**config.mk**
```make
export PLATFORM = sky130hd
export DESIGN_NAME = fxo_ring_polarity_monitor
export DESIGN_NICKNAME = d
export VERILOG_FILES = /design/src/rtl/core/frpm_pkg.sv /design/src/rtl/core/frpm_chan_unit.sv /design/src/rtl/core/fxo_ring_polarity_monitor.sv
export VERILOG_INCLUDE_DIRS = /design/src /design/src/rtl/core
export SDC_FILE = /design/constraint.sdc
export NUM_CORES = 1
export LEC_CHECK = 0
export ABC_AREA = 1
export BUFFER_PORTS_ARGS = -buffer_cell sky130_fd_sc_hd__buf_2
export CAP_MARGIN = 5
export CORE_ASPECT_RATIO = 0.9
export CORE_MARGIN = 10
export CORE_UTILIZATION = 60
export DETAILED_ROUTE_END_ITERATION = 8
export HOLD_SLACK_MARGIN = 0.02
export PLACE_DENSITY = 0.91
export SKIP_CTS_REPAIR_TIMING = 1
export SLEW_MARGIN = 20
export SYNTH_ARGS = -nofsm -noshare
export SYNTH_HDL_FRONTEND = slang
export SYNTH_HIERARCHICAL = 1
export SYNTH_SLANG_ARGS = --single-unit
```
**constraint.sdc**
```tcl
create_clock -name clk -period 4.75 [get_ports clk]
set_clock_uncertainty 0.05 [all_clocks]
set_input_delay 0.95 -clock clk [delete_from_list [all_inputs] [get_ports clk]]
set_output_delay 0.95 -clock clk [all_outputs]
set_load 0.03 [all_outputs]
```
**src/rtl/core/fxo_ring_polarity_monitor_assert.svh**
```systemverilog
// Assertion macros shared by the FXO ring and polarity monitor RTL.
`ifndef FXO_RING_POLARITY_MONITOR_ASSERT_SVH
`define FXO_RING_POLARITY_MONITOR_ASSERT_SVH

`ifndef SYNTHESIS

// Condition that must hold at every clock edge outside reset.
`define FRPM_ASSERT_ALWAYS(label, cond) \
    label: assert property (@(posedge clk) disable iff (!rst_n) (cond)) \
        else $error("assertion failed: condition does not hold");

// Consequent that must hold in the same cycle as the antecedent.
`define FRPM_ASSERT_IMPLY(label, ante, cons) \
    label: assert property (@(posedge clk) disable iff (!rst_n) (ante) |-> (cons)) \
        else $error("assertion failed: implication does not hold");

// Consequent that must hold in the cycle after the antecedent.
`define FRPM_ASSERT_NEXT(label, ante, cons) \
    label: assert property (@(posedge clk) disable iff (!rst_n) (ante) |=> (cons)) \
        else $error("assertion failed: next-cycle implication does not hold");

`else

`define FRPM_ASSERT_ALWAYS(label, cond)
`define FRPM_ASSERT_IMPLY(label, ante, cons)
`define FRPM_ASSERT_NEXT(label, ante, cons)

`endif

`endif

```
**src/rtl/core/frpm_pkg.sv**
```systemverilog
// Types and constants of the FXO ring and polarity monitor.
package frpm_pkg;

    // Monitor byte check.
    localparam logic [7:0] MON_MASK     = 8'h9b;
    localparam logic [7:0] CODE_OFFHOOK = 8'h09;
    localparam logic [7:0] CODE_ONHOOK  = 8'h08;

    // Polarity lives in bit 1 of the status byte.
    localparam int unsigned POL_BIT = 1;

    // Ring event codes.
    localparam logic [1:0] EV_NONE  = 2'd0;
    localparam logic [1:0] EV_START = 2'd1;
    localparam logic [1:0] EV_CAR   = 2'd2;
    localparam logic [1:0] EV_RING  = 2'd3;

    // Configuration register indexes.
    localparam logic [1:0] REG_TICK_STEP    = 2'd0;
    localparam logic [1:0] REG_CAR_WINDOW   = 2'd1;
    localparam logic [1:0] REG_RING_TIMEOUT = 2'd2;

    // Configuration reset values.
    localparam logic [7:0]  RST_TICK_STEP    = 8'd8;
    localparam logic [15:0] RST_CAR_WINDOW   = 16'd640;
    localparam logic [15:0] RST_RING_TIMEOUT = 16'd4000;

    localparam logic [15:0] CNT_MAX = 16'hffff;

    typedef struct packed {
        logic [1:0] channel;
        logic       line_offhook;
        logic [7:0] monitor_byte;
        logic [7:0] ring_status_byte;
        logic [7:0] polarity_byte;
    } frpm_in_t;

    typedef struct packed {
        logic [1:0] ring_event;
        logic       polarity_event;
        logic       new_polarity;
        logic       daa_reset;
        logic       hook_write;
        logic [7:0] hook_write_value;
        logic       ring_clear_write;
        logic [7:0] ring_clear_value;
    } frpm_out_t;

    typedef struct packed {
        logic [7:0]  tick_step;
        logic [15:0] car_window;
        logic [15:0] ring_timeout;
    } frpm_cfg_t;

endpackage

```
**src/rtl/core/frpm_chan_unit.sv**
```systemverilog
// Per-channel ring and polarity state with the tick evaluation logic.
`include "fxo_ring_polarity_monitor_assert.svh"

module frpm_chan_unit #(
    parameter int unsigned CHANNELS = 4,
    parameter int unsigned RING_BIT = 7
) (
    input  logic                clk,
    input  logic                rst_n,
    input  frpm_pkg::frpm_cfg_t cfg,
    input  logic                update,
    input  frpm_pkg::frpm_in_t  item,
    output frpm_pkg::frpm_out_t res
);
    import frpm_pkg::*;

    localparam int unsigned CH_W = (CHANNELS > 1) ? $clog2(CHANNELS) : 1;
    localparam logic [7:0] DETECT_MASK = 8'(1) << RING_BIT;

    logic        flag_reg [CHANNELS];
    logic [15:0] cnt_reg  [CHANNELS];
    logic        pol_reg  [CHANNELS];

    logic        flag_next;
    logic [15:0] cnt_next;
    logic        pol_next;

    logic [CH_W-1:0] idx;
    logic            in_range;
    logic            detect;
    logic [16:0]     sum;
    logic [15:0]     sum_sat;
    logic [7:0]      hook_value;
    logic            cur_pol;

    assign idx      = CH_W'(item.channel);
    assign in_range = (32'(item.channel) < CHANNELS);
    assign detect   = (item.ring_status_byte & DETECT_MASK) != 8'd0;
    assign sum      = {1'b0, cnt_reg[idx]} + {9'd0, cfg.tick_step};
    assign sum_sat  = sum[16] ? CNT_MAX : sum[15:0];
    assign cur_pol  = item.polarity_byte[POL_BIT];

    // Evaluate one tick against the addressed channel's state.
    always_comb
    begin
        flag_next  = flag_reg[idx];
        cnt_next   = cnt_reg[idx];
        pol_next   = cur_pol;
        hook_value = item.line_offhook ? CODE_OFFHOOK : CODE_ONHOOK;
        res        = '0;

        res.daa_reset        = (item.monitor_byte == 8'd0);
        res.hook_write_value = hook_value;
        res.hook_write       = (item.monitor_byte & MON_MASK) != hook_value;
        res.new_polarity     = cur_pol;
        res.polarity_event   = (cur_pol != pol_reg[idx]);

        if (!item.line_offhook)
        begin
            if (detect)
            begin
                res.ring_clear_write = 1'b1;
                res.ring_clear_value = item.ring_status_byte & ~DETECT_MASK;
                cnt_next             = 16'd0;
                flag_next            = !flag_reg[idx];
                if (!flag_reg[idx])
                begin
                    res.ring_event = EV_START;
                end
                else if (cnt_reg[idx] <= cfg.car_window)
                begin
                    res.ring_event = EV_CAR;
                end
                else
                begin
                    res.ring_event = EV_RING;
                end
            end
            else if (flag_reg[idx])
            begin
                // Quiet tick of a pending ring: advance and check the timeout.
                if (sum_sat >= cfg.ring_timeout)
                begin
                    flag_next = 1'b0;
                    cnt_next  = 16'd0;
                end
                else
                begin
                    cnt_next = sum_sat;
                end
            end
        end

        // A channel beyond the table gives an all-zero result.
        if (!in_range)
        begin
            res = '0;
        end
    end

    // Channel state update on each committed tick.
    always_ff @(posedge clk or negedge rst_n)
    begin
        if (!rst_n)
        begin
            for (int i = 0; i < CHANNELS; i++)
            begin
                flag_reg[i] <= 1'b0;
                cnt_reg[i]  <= 16'd0;
                pol_reg[i]  <= 1'b0;
            end
        end
        else if (update && in_range)
        begin
            flag_reg[idx] <= flag_next;
            cnt_reg[idx]  <= cnt_next;
            pol_reg[idx]  <= pol_next;
        end
    end

    // An idle channel always holds a cleared counter.
    `FRPM_ASSERT_IMPLY(a_idle_cnt_zero, in_range && !flag_reg[idx], cnt_reg[idx] == 16'd0)
    // After a committed tick the channel's polarity matches that tick.
    `FRPM_ASSERT_NEXT(a_pol_tracks, update && in_range, pol_reg[$past(idx)] == $past(cur_pol))
    // Ring events are reported exactly when the detect bit is cleared.
    `FRPM_ASSERT_ALWAYS(a_event_clear, (res.ring_event != EV_NONE) == res.ring_clear_write)

endmodule

```
**src/rtl/core/fxo_ring_polarity_monitor.sv**
```systemverilog
// FXO ring and polarity monitor top level: tick and result channels, config registers.
// A tick moves from the input register on to the result register when that is free.
// Throughput: one tick per cycle while the result side does not stall.
// Back-to-back ticks on one channel see the state left by the previous tick.
// Reset clears the pipeline valids and all channel state and loads config defaults.
`include "fxo_ring_polarity_monitor_assert.svh"

module fxo_ring_polarity_monitor #(
    parameter int unsigned CHANNELS = 4,
    parameter int unsigned RING_BIT = 7
) (
    input  logic                clk,
    input  logic                rst_n,
    input  logic                tick_valid,
    output logic                tick_stall,
    input  frpm_pkg::frpm_in_t  tick,
    output logic                result_valid,
    input  logic                result_stall,
    output frpm_pkg::frpm_out_t result,
    input  logic                cfg_valid,
    output logic                cfg_ready,
    input  logic [1:0]          cfg_index,
    input  logic [15:0]         cfg_data
);
    import frpm_pkg::*;

    logic      s1_valid_reg;
    logic      s1_valid_next;
    frpm_in_t  s1_item_reg;
    logic      result_valid_reg;
    logic      result_valid_next;
    frpm_out_t result_reg;
    frpm_cfg_t cfg_reg;
    frpm_cfg_t cfg_next;
    frpm_out_t eval_res;
    logic      advance;
    logic      commit;
    logic      take;

    // Handshake control: the result register frees up when it is empty or taken.
    assign advance      = !result_valid_reg || !result_stall;
    assign tick_stall   = s1_valid_reg && !advance;
    assign take         = tick_valid && !tick_stall;
    assign commit       = s1_valid_reg && advance;
    assign result_valid = result_valid_reg;
    assign result       = result_reg;
    assign cfg_ready    = 1'b1;

    assign s1_valid_next     = tick_stall ? s1_valid_reg : tick_valid;
    assign result_valid_next = advance ? s1_valid_reg : result_valid_reg;

    // Configuration register write decode.
    always_comb
    begin
        cfg_next = cfg_reg;
        if (cfg_valid)
        begin
            unique case (cfg_index)
                REG_TICK_STEP:    cfg_next.tick_step    = cfg_data[7:0];
                REG_CAR_WINDOW:   cfg_next.car_window   = cfg_data;
                REG_RING_TIMEOUT: cfg_next.ring_timeout = cfg_data;
                default:          cfg_next = cfg_reg;
            endcase
        end
    end

    frpm_chan_unit #(
        .CHANNELS (CHANNELS),
        .RING_BIT (RING_BIT)
    ) u_chan (
        .clk    (clk),
        .rst_n  (rst_n),
        .cfg    (cfg_reg),
        .update (commit),
        .item   (s1_item_reg),
        .res    (eval_res)
    );

    // Control registers.
    always_ff @(posedge clk or negedge rst_n)
    begin
        if (!rst_n)
        begin
            s1_valid_reg          <= 1'b0;
            result_valid_reg      <= 1'b0;
            cfg_reg.tick_step     <= RST_TICK_STEP;
            cfg_reg.car_window    <= RST_CAR_WINDOW;
            cfg_reg.ring_timeout  <= RST_RING_TIMEOUT;
        end
        else
        begin
            s1_valid_reg     <= s1_valid_next;
            result_valid_reg <= result_valid_next;
            cfg_reg          <= cfg_next;
        end
    end

    // Payload registers.
    always_ff @(posedge clk)
    begin
        if (take)
        begin
            s1_item_reg <= tick;
        end
        if (commit)
        begin
            result_reg <= eval_res;
        end
    end

    // The input side stalls only while an item waits in the input register.
    `FRPM_ASSERT_IMPLY(a_stall_needs_item, tick_stall, s1_valid_reg && result_valid_reg)
    // A committed tick always lands in the result register.
    `FRPM_ASSERT_NEXT(a_commit_lands, commit, result_valid_reg)
    // A zero monitor byte always asks for a monitor rewrite as well.
    `FRPM_ASSERT_IMPLY(a_reset_rewrites, result_valid_reg && result_reg.daa_reset,
                       result_reg.hook_write)

endmodule

```
==> results of run 1 <==
-- placed cells by master, fill, tap and decap left out, types with 3 or more instances in the layout --
cell type and instances:
nand2_2 47, dfstp_2 9, nand2_4 5, o221ai_2 6, inv_1 91, ha_4 4, edfxtp_1 43, a21oi_1 16
nor2_2 7, o21ai_1 17, a22oi_1 8, o21bai_1 3, nand4_1 35, clkbuf_16 18, inv_6 5, nor2_1 35
conb_1 9, clkinv_1 4, xor2_1 6, o21ai_2 3, nand3_1 39, inv_8 7, o21ai_0 10, buf_2 66
a31oi_1 8, nor2_4 5, nand3_4 3, nand3_2 5, dfrtp_1 105, a21oi_2 3, nand2_1 431, buf_4 42
ha_1 35
-- layer usage --
layer  track usage  routed length (um)  part of all wire  up-vias
met3        0.0561                2620              0.10      143
met5             0                   0                 0        -
li1              -                   -                 -     3592
met2         0.402               12200              0.49      579
met1         0.270                9010              0.36     3814
met4         0.119                1270             0.050        0
-- worst paths after layout --
kind / startpoint / endpoint / slack (ns) / depth (start not counted)
setup / recovery: s1_item_reg[25] / u_chan/cnt_reg[0] / -0.13 / 30
hold / removal: cfg_reg[9] / cfg_reg[9] / 0.41 / 2
setup reg to reg: s1_item_reg[25] / u_chan/cnt_reg[0] / -0.13 / 30
hold reg to reg: cfg_reg[9] / cfg_reg[9] / 0.41 / 2
max in group asynchronous: rst_n / cfg_reg[35] / 2.98 / 2
min in group asynchronous: rst_n / u_chan/cnt_reg[44] / 0.58 / 1
-- layout make-up --
cell class	count	area, um2
Clock buffer	18	439
Clock inverter	14	165
Fill cell	941	3990
Inverter	102	405
Multi-Input combinational cell	764	4100
Sequential cell	157	4160
Tap cell	193	241
Timing Repair Buffer	111	711
-- worst reg2reg max path, delay by kind of cell, from the launching register on --
family	cells	cell delay, ns
fa+ha+maj	2	0.57
buf+inv	6	0.83
compound gates	6	1.02
flops	1	0.46
simple gates	16	1.90
-- through the flow --
stage | instance area, um2 | worst slack [ns] | utilization | setup TNS (ns)
5_1_grt | 10200 | -0.280 | 0.719 | -9.57
3_3_place_gp | 9340 | 0.234 | 0.657 | 0
6_report | 10200 | -0.133 | 0.719 | -0.540
3_5_place_dp | 9340 | 0.0922 | 0.657 | 0
2_1_floorplan | 8840 | 0.486 | - | 0
4_1_cts | 9940 | -0.104 | 0.700 | -0.445
-- power groups by stage --
| stage | registers (mW) | logic (mW) | clock network, mW |
|---|---|---|---|
| finish | 1.70 | 1.27 | 1.40 |
| global route | 1.71 | 1.38 | 1.46 |
| detailed placement | 1.71 | 1.09 | 0 |
| CTS | 1.69 | 1.13 | 1.41 |
| floorplan | 1.71 | 0.741 | 0 |
| global placement | 1.70 | 1.03 | 0 |
==> flow_metrics.env, run 1 <==
export IMPL_hp_class="register to register"
export IMPL_die_area_um2=20000
export IMPL_gp_congestion=0.943
export IMPL_fin_cells=1359
export IMPL_syn_cell_area_um2=8820
export IMPL_violations="setup timing"
export IMPL_worst_pin_slew_ns=0.923
export IMPL_cts_max_level=4
export IMPL_postSynthCellCount=1066
export IMPL_worst_path_buf_inv=6
export IMPL_cts_sinks=157
export IMPL_post_drt_wl_per_cell_um=18.5
export IMPL_drc=0
export IMPL_worst_ep_required_time_ns=5.07
export IMPL_grt_pass1_vias=7918
export IMPL_largest_reg_flops=64
export IMPL_pin_count=76
export IMPL_cpMaxStageDelayCell="edfxtp_1"
export IMPL_slew_limit_headroom=0.385
export IMPL_cts_root_buf="clkbuf_16"
export IMPL_setup_viol=17
export IMPL_timing_hold_ws_ns=0.412
export IMPL_finalWorstSetupSlack_ns=-0.133
export IMPL_leakagePower_nw=5.27
export IMPL_placed_cells=1317
export IMPL_nets=1244
export IMPL_rows=41
export IMPL_p_sw_frac=0.357
export IMPL_fmax_mhz=205
export IMPL_max_stage_delay_ns=0.46
export IMPL_critPathMaxFanout=10
export IMPL_clk_latency_ns=0.45
export IMPL_start_util=0.620
export IMPL_post_route_period_util=1.03
export IMPL_syn2layout_area_growth_pct=15.9
export IMPL_yosys_warnings=6
export IMPL_drt_wl_total_um=25200
export IMPL_internal_power_mw=2.81
export IMPL_num_vias=8128
export IMPL_p_total_mw=4.38
export IMPL_die_h_um=135
export IMPL_diodes=0
export IMPL_slew_violations=0
export IMPL_core_area_um2=14200
export IMPL_outcome="complete, but fails checks"
export IMPL_io_buffer_count=67
export IMPL_final_antenna_net_count=0
export IMPL_drive_above_1_share=0.221
export IMPL_syn_avg_cell_area_um2=8.27
export IMPL_clk_pin_slew_ns=0.07
export IMPL_die_w_um=148
export IMPL_hold_viol=0
export IMPL_cts_buffer_depth=2
export IMPL_grt_pass1_wl_um=38000
export IMPL_netSwitchingPower_mw=1.56
export IMPL_dr_pass1_iters=7
export IMPL_path_class="register to register"
export IMPL_grtUsageTotal=0.235
export IMPL_cp_top_family="simple AND/OR/NAND/NOR gates"
export IMPL_drtIter0Drc=1235
export IMPL_max_cap_viol_count=0
export IMPL_cpMostUsedCell="nand2_1"
export IMPL_period_needed_ns=4.88
export IMPL_vdd_ir_drop_max_mv=0.369
export IMPL_viasPerCell=5.98
export IMPL_antenna_found_initial=0
export IMPL_pwr_share_clk=0.321
export IMPL_grt_max_degree=74
export IMPL_worst_setup_path_start_kind="register"
export IMPL_seq_power_share=0.388
export IMPL_cts_tree="yes"
export IMPL_crit_path_end_kind="register"
export IMPL_power_density_nw_per_um2=428
export IMPL_combPwrFrac=0.291
export IMPL_dp_hpwl_um=15200
export IMPL_arrival_ns=5.20
export IMPL_grt_remaining_overflow=0
export IMPL_cts_buffers=17
Note: power is estimated with default switching activity, not from simulation.
==> inputs of run 2 (changes only) <==
==> constraint.sdc (replaced) <==
create_clock -name clk -period 4.5 [get_ports clk]
set_clock_uncertainty 0.05 [all_clocks]
set_input_delay 0.9 -clock clk [delete_from_list [all_inputs] [get_ports clk]]
set_output_delay 0.9 -clock clk [all_outputs]
set_load 0.03 [all_outputs]
==> run 2 against run 1 <==
  * The run still ends with setup timing left
  * Critical path depth increased by 3
  * Sequential power increased by 6%
  * Final cell count increased by 1.3%
  * Critical path type unchanged
  * Largest power group unchanged
==> flow_metrics.env, run 2 (synthesized netlist as in run 1, its figures left out) <==
export IMPL_io_buffer_count=67
export IMPL_antenna_found_initial=0
export IMPL_worst_path_buf_inv=8
export IMPL_gp_congestion=0.885
export IMPL_dr_pass1_iters=9
export IMPL_n_fill_cell=885
export IMPL_syn2layout_area_growth_pct=17.9
export IMPL_cpMostUsedCell="nand2_1"
export IMPL_largest_reg_flops=64
export IMPL_path_class="register to register"
export IMPL_drt_wl_total_um=27100
export IMPL_die_w_um=148
export IMPL_cts_tree="yes"
export IMPL_final_antenna_net_count=0
export IMPL_drive_above_1_share=0.246
export IMPL_p_total_mw=4.73
export IMPL_cts_root_buf="clkbuf_16"
export IMPL_num_vias=8462
export IMPL_cts_sinks=157
export IMPL_pin_count=76
export IMPL_r2r_end="u_chan/cnt_reg[16]"
export IMPL_grt_pass1_vias=7836
export IMPL_seq_power_share=0.380
export IMPL_max_cap_viol_count=0
export IMPL_cts_buffer_depth=2
export IMPL_finalWorstSetupSlack_ns=-0.195
export IMPL_setup_viol=64
export IMPL_leakagePower_nw=5.34
export IMPL_multiInputGateArea_um2=4180
export IMPL_cpMaxStageDelayCell="edfxtp_1"
export IMPL_slew_violations=0
export IMPL_arrival_ns=4.96
export IMPL_grt_remaining_overflow=0
export IMPL_period_needed_ns=4.70
export IMPL_grt_max_degree=82
export IMPL_internal_power_mw=2.96
export IMPL_die_h_um=135
export IMPL_power_density_nw_per_um2=455
export IMPL_fin_cells=1377
export IMPL_register_area_um2=4160
export IMPL_worst_setup_path_start_kind="register"
export IMPL_worst_ep_required_time_ns=4.77
export IMPL_placed_cells=1337
export IMPL_critPathCapture="u_chan/cnt_reg[16]"
export IMPL_p_sw_frac=0.375
export IMPL_netSwitchingPower_mw=1.78
export IMPL_grt_pass1_wl_um=38600
export IMPL_grtUsageTotal=0.240
export IMPL_cts_max_level=4
export IMPL_slew_limit_headroom=0.331
export IMPL_startpoint="s1_item_reg[25]"
export IMPL_outcome="complete, but fails checks"
export IMPL_hp_class="register to register"
export IMPL_nets=1261
export IMPL_post_route_period_util=1.04
export IMPL_max_stage_delay_ns=0.42
export IMPL_drc=0
export IMPL_die_area_um2=20000
export IMPL_clk_pin_slew_ns=0.07
export IMPL_combPwrFrac=0.318
export IMPL_final_common_cell="nand2_1"
export IMPL_viasPerCell=6.15
export IMPL_cp_top_family="simple AND/OR/NAND/NOR gates"
export IMPL_vdd_ir_drop_max_mv=0.302
export IMPL_cts_buffers=17
export IMPL_hold_viol=0
export IMPL_start_util=0.620
export IMPL_r2r_slack_ns=-0.20
export IMPL_final_util=0.732
export IMPL_rows=41
export IMPL_critPathMaxFanout=10
export IMPL_pwr_share_clk=0.302
export IMPL_path_depth=33
export IMPL_drtIter0Drc=1396
export IMPL_dp_hpwl_um=15200
export IMPL_violations="setup timing"
export IMPL_crit_path_end_kind="register"
export IMPL_reg2regPathDepth=33
export IMPL_core_area_um2=14200
export IMPL_clk_latency_ns=0.44
export IMPL_place_ws_ns=-0.124
export IMPL_r2r_start="s1_item_reg[25]"
export IMPL_post_drt_wl_per_cell_um=19.7
export IMPL_worst_pin_slew_ns=0.978
export IMPL_mostFrequentLayoutCells="nand2_1, dfrtp_1, inv_1"
export IMPL_fmax_mhz=213
==> run 2: cell types whose count changed in the layout (fill, tap and decap cells not counted), moves of 4 or more <==
cell,previous run,this run
buf_4,42,56
buf_6,0,4
nand2_1,431,426
nand2_2,47,52
==> run 2: area by class of cell <==
class                           count  area share
Inverter                          102      0.0390
Sequential cell                   157       0.400
Clock inverter                     15      0.0143
Timing Repair Buffer              128      0.0804
Tap cell                          193      0.0232
Multi-Input combinational cell    764       0.402
Clock buffer                       17      0.0409
Antenna cell                        1    0.000241
==> run 2: metal layers <==
metal,up-vias,global-route usage,share of wire
li1,3641,-,-
met1,3832,0.271,0.34
met4,0,0.125,0.080
met5,-,0,0
met3,254,0.0661,0.12
met2,735,0.409,0.47
==> run 2: worst min path at each step <==
| stage | from | end | slack [ns] | cells past startpoint |
|---|---|---|---|---|
| after detailed placement | cfg_reg[11] | cfg_reg[11] | 0.41 | 2 |
| after CTS | cfg_reg[8] | cfg_reg[8] | 0.42 | 2 |
| final | cfg_reg[8] | cfg_reg[8] | 0.42 | 2 |
| after global routing | cfg_reg[25] | cfg_reg[25] | 0.44 | 2 |
| after global placement | cfg_reg[7] | cfg_reg[7] | 0.40 | 2 |
| after floorplan | cfg_reg[15] | cfg_reg[15] | 0.39 | 2 |
==> run 2: worst reg2reg max path, delay by kind of cell, from the launching register on <==
kind                     cells  cell delay, ns
AND/OR/NAND/NOR             18            1.81
buffers and inverters        8            0.94
adder cells (fa/ha/maj)      3            0.82
AO/OA/AOI/OAI                4            0.51
flip-flops                   1            0.42
==> run 2: stage by stage <==
step / TNS [ns] / cell area [um2] / hold slack, ns
6_report: -4.89 / 10400 / 0.418
5_1_grt: -12.96 / 10400 / 0.436
4_1_cts: -21.44 / 10100 / 0.421
3_5_place_dp: -4.48 / 9490 / 0.406
3_3_place_gp: 0 / 9490 / 0.402
2_1_floorplan: 0 / 8840 / 0.392
==> run 2: power by group through the flow <==
stage / clock (mW) / combinational, mW / sequential [mW]
floorplan: 0 / 0.782 / 1.81
global placement: 0 / 1.14 / 1.79
detailed placement: 0 / 1.20 / 1.80
CTS: 1.41 / 1.25 / 1.78
global route: 1.48 / 1.61 / 1.81
finish: 1.43 / 1.51 / 1.80
==> inputs of run 3 (changes only) <==
--- a/config.mk
+++ b/config.mk
@@ -15,7 +15,6 @@
 export DETAILED_ROUTE_END_ITERATION = 8
 export HOLD_SLACK_MARGIN = 0.02
 export PLACE_DENSITY = 0.91
-export SKIP_CTS_REPAIR_TIMING = 1
 export SLEW_MARGIN = 20
 export SYNTH_ARGS = -nofsm -noshare
 export SYNTH_HDL_FRONTEND = slang
==> run 3 against run 2 <==
  * The flow finishes with violations (DRC, setup timing)
  * Combinational power grew 9%
  * Via count grew 4.8%
  * Highest routed layer unchanged
  * Largest power group unchanged
  * Worst setup slack got worse by 0.24 ns
==> flow_metrics.env, run 3 (synthesized netlist as in run 1, its figures left out) <==
export IMPL_die_area_um2=20000
export IMPL_cts_buffers=17
export IMPL_nets=1270
export IMPL_pin_count=76
export IMPL_final_common_cell="nand2_1"
export IMPL_drc=13
export IMPL_worst_path_buf_inv=4
export IMPL_cts_max_level=4
export IMPL_setup_viol=68
export IMPL_grt_pass1_vias=8090
export IMPL_pwr_share_clk=0.292
export IMPL_seq_power_share=0.370
export IMPL_core_area_um2=14200
export IMPL_p_sw_frac=0.381
export IMPL_clk_pin_slew_ns=0.07
export IMPL_cpMostUsedCell="nand2_1"
export IMPL_max_cap_viol_count=0
export IMPL_grt_remaining_overflow=0
export IMPL_post_drt_wl_per_cell_um=21.8
export IMPL_cts_tree="yes"
export IMPL_violations="DRC, setup timing"
export IMPL_cts_buffer_depth=2
export IMPL_fmax_mhz=202
export IMPL_path_class="register to register"
export IMPL_slew_limit_headroom=0.326
export IMPL_p_total_mw=4.88
export IMPL_internal_power_mw=3.02
export IMPL_grt_max_degree=82
export IMPL_dp_hpwl_um=15200
export IMPL_mostFrequentLayoutCells="nand2_1, dfrtp_1, inv_1"
export IMPL_hold_viol=0
export IMPL_cpMaxStageDelayCell="edfxtp_1"
export IMPL_clk_latency_ns=0.45
export IMPL_dr_pass1_iters=9
export IMPL_max_stage_delay_ns=0.38
export IMPL_gp_congestion=0.885
export IMPL_outcome="complete, but fails checks"
export IMPL_cts_sinks=157
export IMPL_netSwitchingPower_mw=1.86
export IMPL_diodes=0
export IMPL_worst_setup_path_start_kind="register"
export IMPL_fin_tns_setup_ns=-17.16
export IMPL_die_h_um=135
export IMPL_cp_top_family="simple AND/OR/NAND/NOR gates"
export IMPL_period_needed_ns=4.94
export IMPL_die_w_um=148
export IMPL_hp_class="register to register"
export IMPL_worst_ep_required_time_ns=4.79
export IMPL_finalWorstSetupSlack_ns=-0.439
export IMPL_critPathMaxFanout=9
export IMPL_drtIter0Drc=1584
export IMPL_viasPerCell=6.40
export IMPL_syn2layout_area_growth_pct=20.3
export IMPL_arrival_ns=5.23
export IMPL_antenna_found_initial=0
export IMPL_cts_root_buf="clkbuf_16"
export IMPL_slew_violations=0
export IMPL_vdd_ir_drop_max_mv=0.294
export IMPL_timing_hold_ws_ns=0.419
export IMPL_drt_wl_total_um=30200
export IMPL_grtUsageTotal=0.254
export IMPL_rows=41
export IMPL_io_buffer_count=67
export IMPL_start_util=0.620
export IMPL_leakagePower_nw=5.41
export IMPL_largest_reg_flops=64
export IMPL_final_antenna_net_count=0
export IMPL_combPwrFrac=0.337
export IMPL_post_route_period_util=1.10
export IMPL_num_vias=8869
export IMPL_power_density_nw_per_um2=460
export IMPL_drive_above_1_share=0.273
export IMPL_worst_pin_slew_ns=0.985
export IMPL_grt_pass1_wl_um=40600
export IMPL_crit_path_end_kind="register"
[run 3: power by group through the flow]
| stage | logic [mW] | registers (mW) | clock network, mW |
|---|---|---|---|
| after floorplan | 0.782 | 1.81 | 0 |
| after global placement | 1.14 | 1.79 | 0 |
| after detailed placement | 1.20 | 1.80 | 0 |
| after CTS | 1.28 | 1.78 | 1.41 |
| after global routing | 1.72 | 1.82 | 1.49 |
| final | 1.65 | 1.80 | 1.43 |
[run 3: per-stage QoR]
step,instances,setup slack (ns),utilization,area (um2)
floorplan,1072,0.236,-,8840
global placement,1337,0.0217,0.668,9490
detailed placement,1337,-0.124,0.668,9490
CTS,1371,0.000927,0.713,10100
global route,1385,-0.510,0.747,10600
finish,1385,-0.439,0.747,10600
[run 3: timing repair]
| action | CTS | global route |
|---|---|---|
| gates cloned | 0 | 1 |
| gates resized for setup | 13 | 83 |
| setup endpoints to repair | 68 | 68 |
| pin swaps | 3 | 24 |
| hold buffers | 0 | 0 |
| setup buffers | 2 | 13 |
[run 3: final timing paths]
check / start / end / slack, ns / cells after the start
max: s1_item_reg[25] / u_chan/cnt_reg[37] / -0.44 / 28
min: cfg_reg[8] / cfg_reg[8] / 0.42 / 2
max reg2reg: s1_item_reg[25] / u_chan/cnt_reg[37] / -0.44 / 28
min reg2reg: cfg_reg[8] / cfg_reg[8] / 0.42 / 2
max in group asynchronous: rst_n / u_chan/cnt_reg[54] / 3.14 / 2
min in group asynchronous: rst_n / u_chan/flag_reg[1] / 0.46 / 1
[run 3: layer usage]
metal  vias up  share of wire  GRT usage
met4         0          0.092      0.156
met3       311           0.14     0.0738
li1       3653              -          -
met2       854           0.45      0.422
met5         -              0          0
met1      4051           0.32      0.283
[run 3: worst register-to-register path: cells and delay by family, from the launching register on]
family / cells / cell delay, ns
flip-flops: 1 / 0.38
AO/OA/AOI/OAI: 6 / 1.34
adder cells (fa/ha/maj): 2 / 0.62
AND/OR/NAND/NOR: 16 / 1.90
buffers and inverters: 4 / 0.56
[run 3: cell type report]
class	instances	area, um2
clock buffers	17	425
fillers	841	3600
multi-input cells	764	4310
inverters	102	405
clock inverters	15	149
repair buffers	137	925
flip-flops and latches	157	4160
well taps	193	241
